**config.mk**
```make
export PLATFORM = sky130hd
export DESIGN_NAME = adsr_envelope_generator_unit_flat
export DESIGN_NICKNAME = d
export VERILOG_FILES = /design/src/rtl/adsr_eg_pkg.sv /design/src/rtl/adsr_eg_in_if.sv /design/src/rtl/adsr_eg_out_if.sv /design/src/rtl/adsr_envelope_generator_unit.sv /design/src/rtl/adsr_eg_step.sv /design/src/flat_wrapper.sv
export VERILOG_INCLUDE_DIRS = /design/src /design/src/rtl
export SDC_FILE = /design/constraint.sdc
export NUM_CORES = 2
export LEC_CHECK = 0
export ABC_AREA = 1
export BUFFER_PORTS_ARGS = -buffer_cell sky130_fd_sc_hd__buf_2
export CAP_MARGIN = 20
export CORE_ASPECT_RATIO = 1.75
export CORE_MARGIN = 2
export CORE_UTILIZATION = 65
export CTS_CLUSTER_DIAMETER = 120
export DETAILED_ROUTE_END_ITERATION = 10
export PLACE_DENSITY = 0.82
export SYNTH_ARGS = -nofsm -noshare
export SYNTH_HDL_FRONTEND = slang
export SYNTH_SLANG_ARGS = --single-unit
```
**constraint.sdc**
```tcl
create_clock -name clk -period 13.3 [get_ports clk]
set_input_delay 3.325 -clock clk [delete_from_list [all_inputs] [get_ports clk]]
set_output_delay 3.325 -clock clk [all_outputs]
set_load 0.02 [all_outputs]
```
**src/rtl/adsr_envelope_generator_unit_assert.svh**
```systemverilog
// assertion macros for the adsr envelope generator
// used by the top level; no other dependencies
`ifndef ADSR_ENVELOPE_GENERATOR_UNIT_ASSERT_SVH
`define ADSR_ENVELOPE_GENERATOR_UNIT_ASSERT_SVH

// same-cycle implication, checked outside reset
`define ADSR_ASSERT_NOW(label, clk, rst, ante, cons, msg) \
  label: assert property (@(posedge clk) disable iff (rst) (ante) |-> (cons)) \
    else $error(msg);

// next-cycle implication, checked outside reset
`define ADSR_ASSERT_NEXT(label, clk, rst, ante, cons, msg) \
  label: assert property (@(posedge clk) disable iff (rst) (ante) |=> (cons)) \
    else $error(msg);

`endif

```
**src/rtl/adsr_eg_pkg.sv**
```systemverilog
// shared types and constants for the adsr envelope generator
// no dependencies
package adsr_eg_pkg;

  localparam int FRAC_BITS  = 24;
  localparam int LEVEL_W    = FRAC_BITS + 1;
  localparam int COEF_W     = 24;
  localparam int BASE_W     = 26;
  localparam int SUM_W      = BASE_W + 1;
  localparam int PROD_W     = LEVEL_W + COEF_W;
  localparam int CFG_IDX_W  = 3;
  localparam int CFG_DATA_W = 26;
  localparam int PHASE_W    = 3;

  // unity level in fixed point
  localparam logic [LEVEL_W-1:0] LEVEL_ONE = {1'b1, {FRAC_BITS{1'b0}}};

  typedef enum logic [PHASE_W-1:0] {
    PH_IDLE    = 3'd0,
    PH_ATTACK  = 3'd1,
    PH_DECAY   = 3'd2,
    PH_SUSTAIN = 3'd3,
    PH_RELEASE = 3'd4
  } phase_t;

  typedef enum logic [CFG_IDX_W-1:0] {
    CFG_ATTACK_COEF   = 3'd0,
    CFG_ATTACK_BASE   = 3'd1,
    CFG_DECAY_COEF    = 3'd2,
    CFG_DECAY_BASE    = 3'd3,
    CFG_RELEASE_COEF  = 3'd4,
    CFG_RELEASE_BASE  = 3'd5,
    CFG_SUSTAIN_LEVEL = 3'd6
  } cfg_idx_t;

  typedef struct packed {
    logic [COEF_W-1:0]        attack_coef;
    logic signed [BASE_W-1:0] attack_base;
    logic [COEF_W-1:0]        decay_coef;
    logic signed [BASE_W-1:0] decay_base;
    logic [COEF_W-1:0]        release_coef;
    logic signed [BASE_W-1:0] release_base;
    logic [LEVEL_W-1:0]       sustain_level;
  } cfg_t;

  typedef struct packed {
    phase_t             phase;
    logic [LEVEL_W-1:0] level;
  } env_state_t;

endpackage

```
**src/rtl/adsr_eg_in_if.sv**
```systemverilog
// input channel of the adsr envelope generator: one sample tick per item
// no dependencies
interface adsr_eg_in_if;
  logic valid;
  logic ready;
  logic gate_on;

  modport source (output valid, output gate_on, input ready);
  modport sink (input valid, input gate_on, output ready);
endinterface

```
**src/rtl/adsr_eg_out_if.sv**
```systemverilog
// result channel of the adsr envelope generator: level and phase per item
// no dependencies
interface adsr_eg_out_if;
  logic        valid;
  logic        ready;
  logic [24:0] envelope;
  logic [2:0]  phase;

  modport source (output valid, output envelope, output phase, input ready);
  modport sink (input valid, input envelope, input phase, output ready);
endinterface

```
**src/rtl/adsr_envelope_generator_unit.sv**
```systemverilog
// Exponential ADSR envelope generator. Each item on tick is one sample tick
// with the gate bit; each yields one result with the new envelope level
// (24 fractional bits, one is 2^24) and its phase (0 idle, 1 attack, 2 decay,
// 3 sustain, 4 release). Coefficients, bases and sustain level are written by
// software over the cfg port, indexes 0 to 6; software must do so only while no
// tick is in flight, which the block itself does not enforce. Throughput is one
// item per clock while result.ready holds: a tick is registered, then a single
// 25x24 multiply, add and clamp feeds the level and result registers in the
// same cycle. The result register lets the next tick enter while a result waits.
// depends on adsr_eg_pkg, adsr_eg_in_if, adsr_eg_out_if, adsr_eg_step
`include "adsr_envelope_generator_unit_assert.svh"

module adsr_envelope_generator_unit (
  input  logic                               clk,
  input  logic                               rst,
  input  logic                               cfg_we,
  input  logic [adsr_eg_pkg::CFG_IDX_W-1:0]  cfg_index,
  input  logic [adsr_eg_pkg::CFG_DATA_W-1:0] cfg_data,
  adsr_eg_in_if.sink                         tick,
  adsr_eg_out_if.source                      result
);

  adsr_eg_pkg::cfg_t                   cfg;
  adsr_eg_pkg::phase_t                 phase_reg;
  logic [adsr_eg_pkg::LEVEL_W-1:0]     level_reg;
  adsr_eg_pkg::env_state_t             step_next;

  logic                                s1_valid;
  logic                                s1_gate;
  logic                                out_valid;
  logic [adsr_eg_pkg::LEVEL_W-1:0]     out_envelope;
  adsr_eg_pkg::phase_t                 out_phase;
  logic                                out_free;
  logic                                s1_adv;

  // configuration registers
  always_ff @(posedge clk) begin
    if (rst) begin
      cfg <= '0;
    end else if (cfg_we) begin
      case (adsr_eg_pkg::cfg_idx_t'(cfg_index))
        adsr_eg_pkg::CFG_ATTACK_COEF:
          cfg.attack_coef <= cfg_data[adsr_eg_pkg::COEF_W-1:0];
        adsr_eg_pkg::CFG_ATTACK_BASE:
          cfg.attack_base <= $signed(cfg_data[adsr_eg_pkg::BASE_W-1:0]);
        adsr_eg_pkg::CFG_DECAY_COEF:
          cfg.decay_coef <= cfg_data[adsr_eg_pkg::COEF_W-1:0];
        adsr_eg_pkg::CFG_DECAY_BASE:
          cfg.decay_base <= $signed(cfg_data[adsr_eg_pkg::BASE_W-1:0]);
        adsr_eg_pkg::CFG_RELEASE_COEF:
          cfg.release_coef <= cfg_data[adsr_eg_pkg::COEF_W-1:0];
        adsr_eg_pkg::CFG_RELEASE_BASE:
          cfg.release_base <= $signed(cfg_data[adsr_eg_pkg::BASE_W-1:0]);
        adsr_eg_pkg::CFG_SUSTAIN_LEVEL:
          cfg.sustain_level <= cfg_data[adsr_eg_pkg::LEVEL_W-1:0];
        default: ;
      endcase
    end
  end

  // handshake: input register moves on whenever the result register is free
  assign out_free   = !out_valid || result.ready;
  assign s1_adv     = s1_valid && out_free;
  assign tick.ready = !s1_valid || s1_adv;

  // input register
  always_ff @(posedge clk) begin
    if (rst) begin
      s1_valid <= 1'b0;
    end else if (tick.ready) begin
      s1_valid <= tick.valid;
    end
  end

  always_ff @(posedge clk) begin
    if (tick.valid && tick.ready) begin
      s1_gate <= tick.gate_on;
    end
  end

  // envelope step
  adsr_eg_step u_step (
    .phase   (phase_reg),
    .level   (level_reg),
    .gate_on (s1_gate),
    .cfg     (cfg),
    .nxt     (step_next)
  );

  // envelope state, updated once per item
  always_ff @(posedge clk) begin
    if (rst) begin
      phase_reg <= adsr_eg_pkg::PH_IDLE;
      level_reg <= '0;
    end else if (s1_adv) begin
      phase_reg <= step_next.phase;
      level_reg <= step_next.level;
    end
  end

  // result register
  always_ff @(posedge clk) begin
    if (rst) begin
      out_valid <= 1'b0;
    end else if (out_free) begin
      out_valid <= s1_valid;
    end
  end

  always_ff @(posedge clk) begin
    if (s1_adv) begin
      out_envelope <= step_next.level;
      out_phase    <= step_next.phase;
    end
  end

  assign result.valid    = out_valid;
  assign result.envelope = out_envelope;
  assign result.phase    = out_phase;

  // checks
  `ADSR_ASSERT_NOW(a_result_matches_state, clk, rst, out_valid,
    (out_envelope == level_reg) && (out_phase == phase_reg),
    "pending result differs from envelope state")
  `ADSR_ASSERT_NOW(a_idle_level_zero, clk, rst, phase_reg == adsr_eg_pkg::PH_IDLE,
    level_reg == '0, "idle phase with nonzero level")
  `ADSR_ASSERT_NEXT(a_stage_advance, clk, rst, s1_adv, out_valid,
    "advanced item did not reach result register")

endmodule

```
**src/rtl/adsr_eg_step.sv**
```systemverilog
// one envelope tick: segment multiply-add, clamping and phase transition
// depends on adsr_eg_pkg
module adsr_eg_step (
  input  adsr_eg_pkg::phase_t           phase,
  input  logic [adsr_eg_pkg::LEVEL_W-1:0] level,
  input  logic                          gate_on,
  input  adsr_eg_pkg::cfg_t             cfg,
  output adsr_eg_pkg::env_state_t       nxt
);

  localparam int LW = adsr_eg_pkg::LEVEL_W;
  localparam int SW = adsr_eg_pkg::SUM_W;
  localparam int PW = adsr_eg_pkg::PROD_W;

  logic [adsr_eg_pkg::COEF_W-1:0]        sel_coef;
  logic signed [adsr_eg_pkg::BASE_W-1:0] sel_base;
  logic [PW-1:0]                         prod;
  logic [LW-1:0]                         scaled;
  logic signed [SW-1:0]                  sum;
  logic signed [SW-1:0]                  one_s;
  logic signed [SW-1:0]                  sus_s;
  logic [LW-1:0]                         sus_clip;
  logic [LW-1:0]                         sat_val;
  logic                                  hit;
  logic [LW-1:0]                         step_level;
  adsr_eg_pkg::phase_t                   step_phase;

  // segment coefficients for the current phase
  always_comb begin
    case (phase)
      adsr_eg_pkg::PH_ATTACK: begin
        sel_coef = cfg.attack_coef;
        sel_base = cfg.attack_base;
      end
      adsr_eg_pkg::PH_DECAY: begin
        sel_coef = cfg.decay_coef;
        sel_base = cfg.decay_base;
      end
      default: begin
        sel_coef = cfg.release_coef;
        sel_base = cfg.release_base;
      end
    endcase
  end

  // base + floor(level * coef), level is never negative
  assign prod   = PW'(level) * PW'(sel_coef);
  assign scaled = prod[adsr_eg_pkg::FRAC_BITS +: LW];
  assign sum    = SW'(sel_base) + $signed({2'b00, scaled});

  // sustain above one acts as one
  assign sus_clip = (cfg.sustain_level > adsr_eg_pkg::LEVEL_ONE) ?
                    adsr_eg_pkg::LEVEL_ONE : cfg.sustain_level;
  assign one_s    = $signed({2'b00, adsr_eg_pkg::LEVEL_ONE});
  assign sus_s    = $signed({2'b00, sus_clip});

  // segment end test
  always_comb begin
    case (phase)
      adsr_eg_pkg::PH_ATTACK:  hit = (sum >= one_s);
      adsr_eg_pkg::PH_DECAY:   hit = (sum <= sus_s);
      adsr_eg_pkg::PH_RELEASE: hit = (sum <= SW'(0));
      default:                 hit = 1'b0;
    endcase
  end

  // saturate into 0 .. one
  always_comb begin
    if (sum < SW'(0)) begin
      sat_val = '0;
    end else if (sum > one_s) begin
      sat_val = adsr_eg_pkg::LEVEL_ONE;
    end else begin
      sat_val = sum[LW-1:0];
    end
  end

  // next level
  always_comb begin
    case (phase)
      adsr_eg_pkg::PH_ATTACK:  step_level = hit ? adsr_eg_pkg::LEVEL_ONE : sat_val;
      adsr_eg_pkg::PH_DECAY:   step_level = hit ? sus_clip : sat_val;
      adsr_eg_pkg::PH_RELEASE: step_level = hit ? '0 : sat_val;
      default:                 step_level = level;
    endcase
  end

  // next phase, gate wins over a segment end
  always_comb begin
    case (phase)
      adsr_eg_pkg::PH_ATTACK: begin
        if (!gate_on) step_phase = adsr_eg_pkg::PH_RELEASE;
        else          step_phase = hit ? adsr_eg_pkg::PH_DECAY : adsr_eg_pkg::PH_ATTACK;
      end
      adsr_eg_pkg::PH_DECAY: begin
        if (!gate_on) step_phase = adsr_eg_pkg::PH_RELEASE;
        else          step_phase = hit ? adsr_eg_pkg::PH_SUSTAIN : adsr_eg_pkg::PH_DECAY;
      end
      adsr_eg_pkg::PH_SUSTAIN: begin
        step_phase = gate_on ? adsr_eg_pkg::PH_SUSTAIN : adsr_eg_pkg::PH_RELEASE;
      end
      adsr_eg_pkg::PH_RELEASE: begin
        if (gate_on) step_phase = adsr_eg_pkg::PH_ATTACK;
        else         step_phase = hit ? adsr_eg_pkg::PH_IDLE : adsr_eg_pkg::PH_RELEASE;
      end
      default: begin
        step_phase = gate_on ? adsr_eg_pkg::PH_ATTACK : adsr_eg_pkg::PH_IDLE;
      end
    endcase
  end

  // packed next state
  assign nxt = '{phase: step_phase, level: step_level};

endmodule
```
**src/flat_wrapper.sv**
```systemverilog
// flat-port wrapper written by rule: the top's interface ports become plain ports
module adsr_envelope_generator_unit_flat 
  (clk, rst, cfg_we, cfg_index, cfg_data, tick_valid, tick_gate_on, tick_ready, result_valid, result_envelope, result_phase, result_ready);
  adsr_eg_in_if tick_i ();
  adsr_eg_out_if result_i ();
  input  logic clk;
  input  logic rst;
  input  logic cfg_we;
  input  logic [adsr_eg_pkg::CFG_IDX_W-1:0] cfg_index;
  input  logic [adsr_eg_pkg::CFG_DATA_W-1:0] cfg_data;
  input wire logic [$bits(tick_i.valid)-1:0] tick_valid;
  input wire logic [$bits(tick_i.gate_on)-1:0] tick_gate_on;
  output wire logic [$bits(tick_i.ready)-1:0] tick_ready;
  output wire logic [$bits(result_i.valid)-1:0] result_valid;
  output wire logic [$bits(result_i.envelope)-1:0] result_envelope;
  output wire logic [$bits(result_i.phase)-1:0] result_phase;
  input wire logic [$bits(result_i.ready)-1:0] result_ready;
  assign tick_i.valid = tick_valid;
  assign tick_i.gate_on = tick_gate_on;
  assign tick_ready = tick_i.ready;
  assign result_valid = result_i.valid;
  assign result_envelope = result_i.envelope;
  assign result_phase = result_i.phase;
  assign result_i.ready = result_ready;
  adsr_envelope_generator_unit u_core (.clk(clk), .rst(rst), .cfg_we(cfg_we), .cfg_index(cfg_index), .cfg_data(cfg_data), .tick(tick_i), .result(result_i));
endmodule
```
==> flow_summary.ini <==
[layout]
drive_above_1_share_pct = 5.38
multi_input_area_um2 = 22400
seq_area_um2 = 4970
fin_util_pct = 69.3
fillers = 4018
largest_reg_flops = 175
fin_nets = 4925
synthToLayoutAreaGrowth_pct = 5.51

[min_path]
holdPathStages = 2
min_from = u_core.cfg[173]$_SDFFE_PP0P_
whs_endpoint = u_core.cfg[173]$_SDFFE_PP0P_
worstHoldPathType = flop to flop

[floorplanning]
die_area_um2 = 49900
initial_core_util_pct = 65.7
die_w_um = 170
coreArea_um2 = 47600
ioPinCount = 65
die_h_um = 294
fp-row-count = 106

[power_and_ir_drop]
swShare_pct = 40.7
leakage_nw = 16.7
pwr-share-comb_pct = 37.5
p_clk_share_pct = 27.2
seqPwrFrac_pct = 35.3
internal_power_mw = 1.30
ir_worst_vdd_mv = 0.143
finalPower_mw = 2.20
p_sw_mw = 0.894
powerDensity_nw_per_um2 = 66.6

[placed_design]
dp_hpwl_um = 91400
pre_cts_ws_ps = 880
gp_congestion = 1.07
port_buffers = 64

[synthesis]
synth.area.top_cells = fa_1, dfxtp_1, inv_1, nand2_1, ha_1
yosysTopAreaCell = fa_1
yosysTopAreaCellShare_pct = 32.3
synth_edf_count = 29
syn_area_um2 = 31300
syn_nets = 4929
ys.flop_type = dfxtp_1
synth.distinct_cells = 47
synthCells = 4171
ys_seq_area_share_pct = 15.9
avgSynthCellArea_um2 = 7.50
yosys_warnings = 0
ys_ff_latch = 234
async_reset_ff_share_pct = 0

[routing]
drt_pass1_iterations = 6
vias = 28800
wl_per_cell_um = 24.6
viasPerCell = 6.03
remaining_drc_errors = 0
drtIter0Drc = 2362
antenna_left = 0
wl_um = 117000

[timing]
fmax_mhz = 78.3
slew_headroom_pct = 11.3
fin_setup_tns_ps = 0
clock_skew_ps = 39.1
period_needed_ps = 12770
worst_slack_ps = 535
finalCritPeriodShare_pct = 96.0
setup_viol = 0
worst_pin_slew_ps = 1330
finalHoldViolations = 0
drv_slew = 0
rsz0062_at_grt = false

[grt]
antenna_found_initial = 6
overflow = 0
grt_max_degree = 104
grt_util_all_layers_pct = 48.7
grt_pass1_wl_um = 177000
grt_pass1_vias = 30400

[worst_setup_path]
arrival_ps = 13020
regToRegEndpoint = u_core.result.envelope[15]$_DFFE_PP_
cp_slowest_cell = o21ai_0
criticalPathCategory = flop to flop
critical_path.endpoint_type = flop
crit_start = u_core.phase_reg[2]$_SDFFE_PP0P_
path_delay_family = adder cells
rrSetupSlack_ps = 530
worst_path_most_repeated_cell = nand2_1
max_stage_delay_ps = 680
cp.required_ps = 13550
cp-start-kind = flop
cp_max_fo = 28
rr_worst_depth = 59
timing.rr.start = u_core.phase_reg[2]$_SDFFE_PP0P_
worst-path-buf-inv = 12

[clock_tree]
path_clk_slew_ps = 80
clock_path_buffers = 3
cts_root_buf = clkbuf_16
clk-insertion-delay-late_ps = 540
cts_htree_levels = 1
cts_tree = yes
cts_made_buffers = 19
cts_hold_buffers = 0
cts.sinks = 234

[flow_run]
drv_cap = 0

[outcome]
status = finished clean
worst max-delay path by stage:
| stage | end | slack [ps] | cells past startpoint |
|---|---|---|---|
| floorplan | u_core.result.phase[1]$_DFFE_PP_ | 2940 | 64 |
| global placement | u_core.result.envelope[15]$_DFFE_PP_ | 860 | 59 |
| detailed placement | u_core.result.envelope[16]$_DFFE_PP_ | 880 | 61 |
| CTS | u_core.result.envelope[15]$_DFFE_PP_ | 820 | 59 |
| global route | u_core.result.envelope[22]$_DFFE_PP_ | 40 | 59 |
| finish | u_core.result.envelope[15]$_DFFE_PP_ | 530 | 59 |
what timing repair did:
action | in CTS | in global routing
buffers inserted | 0 | 2
gates resized for setup | 0 | 2
endpoints found under the setup margin | 0 | 1
power by group through the flow:
stage                     Sequential (mW)  Combinational [mW]  Clock [mW]
after global routing                0.777               0.885       0.616
after global placement              0.788               0.776           0
after floorplan                     0.788               0.484           0
final                               0.776               0.824       0.597
after CTS                           0.773               0.788       0.598
after detailed placement            0.789               0.780           0
tightest hold or removal path, delay by kind of cell (launching register included):
family	cells	cell delay, ps
buffers and inverters	1	60
DFF	1	300
AOI/OAI and AO/OA	1	50
area by class of cell:
cell class                 instances  area share, %
antenna                            4         0.0303
clock buffer                      24           1.53
clock inverter                    10          0.364
inverter                         857           9.77
multi-input combinational       2903           68.0
sequential                       234           15.1
tap                              594           2.25
timing repair buffer             152           3.01
metal layers:
layer  up-vias  global-route usage (%)  wire [um]
li1      12600                       -          -
met1     13700                    47.7      34800
met2      1761                    77.8      53900
met3       764                    16.0      12800
met4         6                    50.8      16000
met5         -                       0         39
cell usage in the layout, fill, tap and decap left out, types with 13 or more instances in the layout:
master / Yosys / final
o22ai_1: 27 / 27
a21oi_1: 198 / 191
edfxtp_1: 29 / 29
nor2_1: 648 / 647
buf_4: 3 / 87
buf_2: 5 / 64
nand2_1: 781 / 781
nand4_1: 14 / 14
inv_1: 838 / 835
xnor2_1: 14 / 14
nand3_1: 146 / 146
o21ai_0: 221 / 221
ha_1: 219 / 219
dfxtp_1: 205 / 205
clkbuf_16: 0 / 19
a31oi_1: 13 / 13
xor2_1: 26 / 26
fa_1: 504 / 504
clkinv_1: 14 / 14
metrics by stage:
stage	hold WS (ps)	instances	area (um2)
4_1_cts	456	4772	32900
2_1_floorplan	430	4171	31300
6_report	458	4778	33000
5_1_grt	477	4776	33000
3_5_place_dp	446	4738	32300
3_3_place_gp	439	4738	32300
logic make-up (layout without fill, tap and decap cells):
kind of cell               after synthesis  count (layout)  synth area share [%]
other                                    0               4                     0
adders and majority gates              723             723                  41.0
DFF                                    234             234                  15.9
buffers and inverters                 1034            1043                  12.5
xor gates and xnor gates                40              40                  1.12
AOI/OAI and AO/OA                      507             507                  8.72
and+or+nand+nor                       1633            1633                  20.7
Yosys cell counts (8+ instances only):
library cell,number
nand2_1,781
nand2_2,9
nand4_1,14
clkinv_1,14
edfxtp_1,29
dfxtp_1,205
nor3_1,8
xnor2_1,14
inv_1,838
a21oi_1,198
o21bai_1,9
clkbuf_1,160
o21ai_0,221
xor2_1,26
o22ai_1,27
ha_1,219
a31oi_1,13
fa_1,504
nand3_1,146
nor2_1,648
Power figures use the tool's default switching activity.
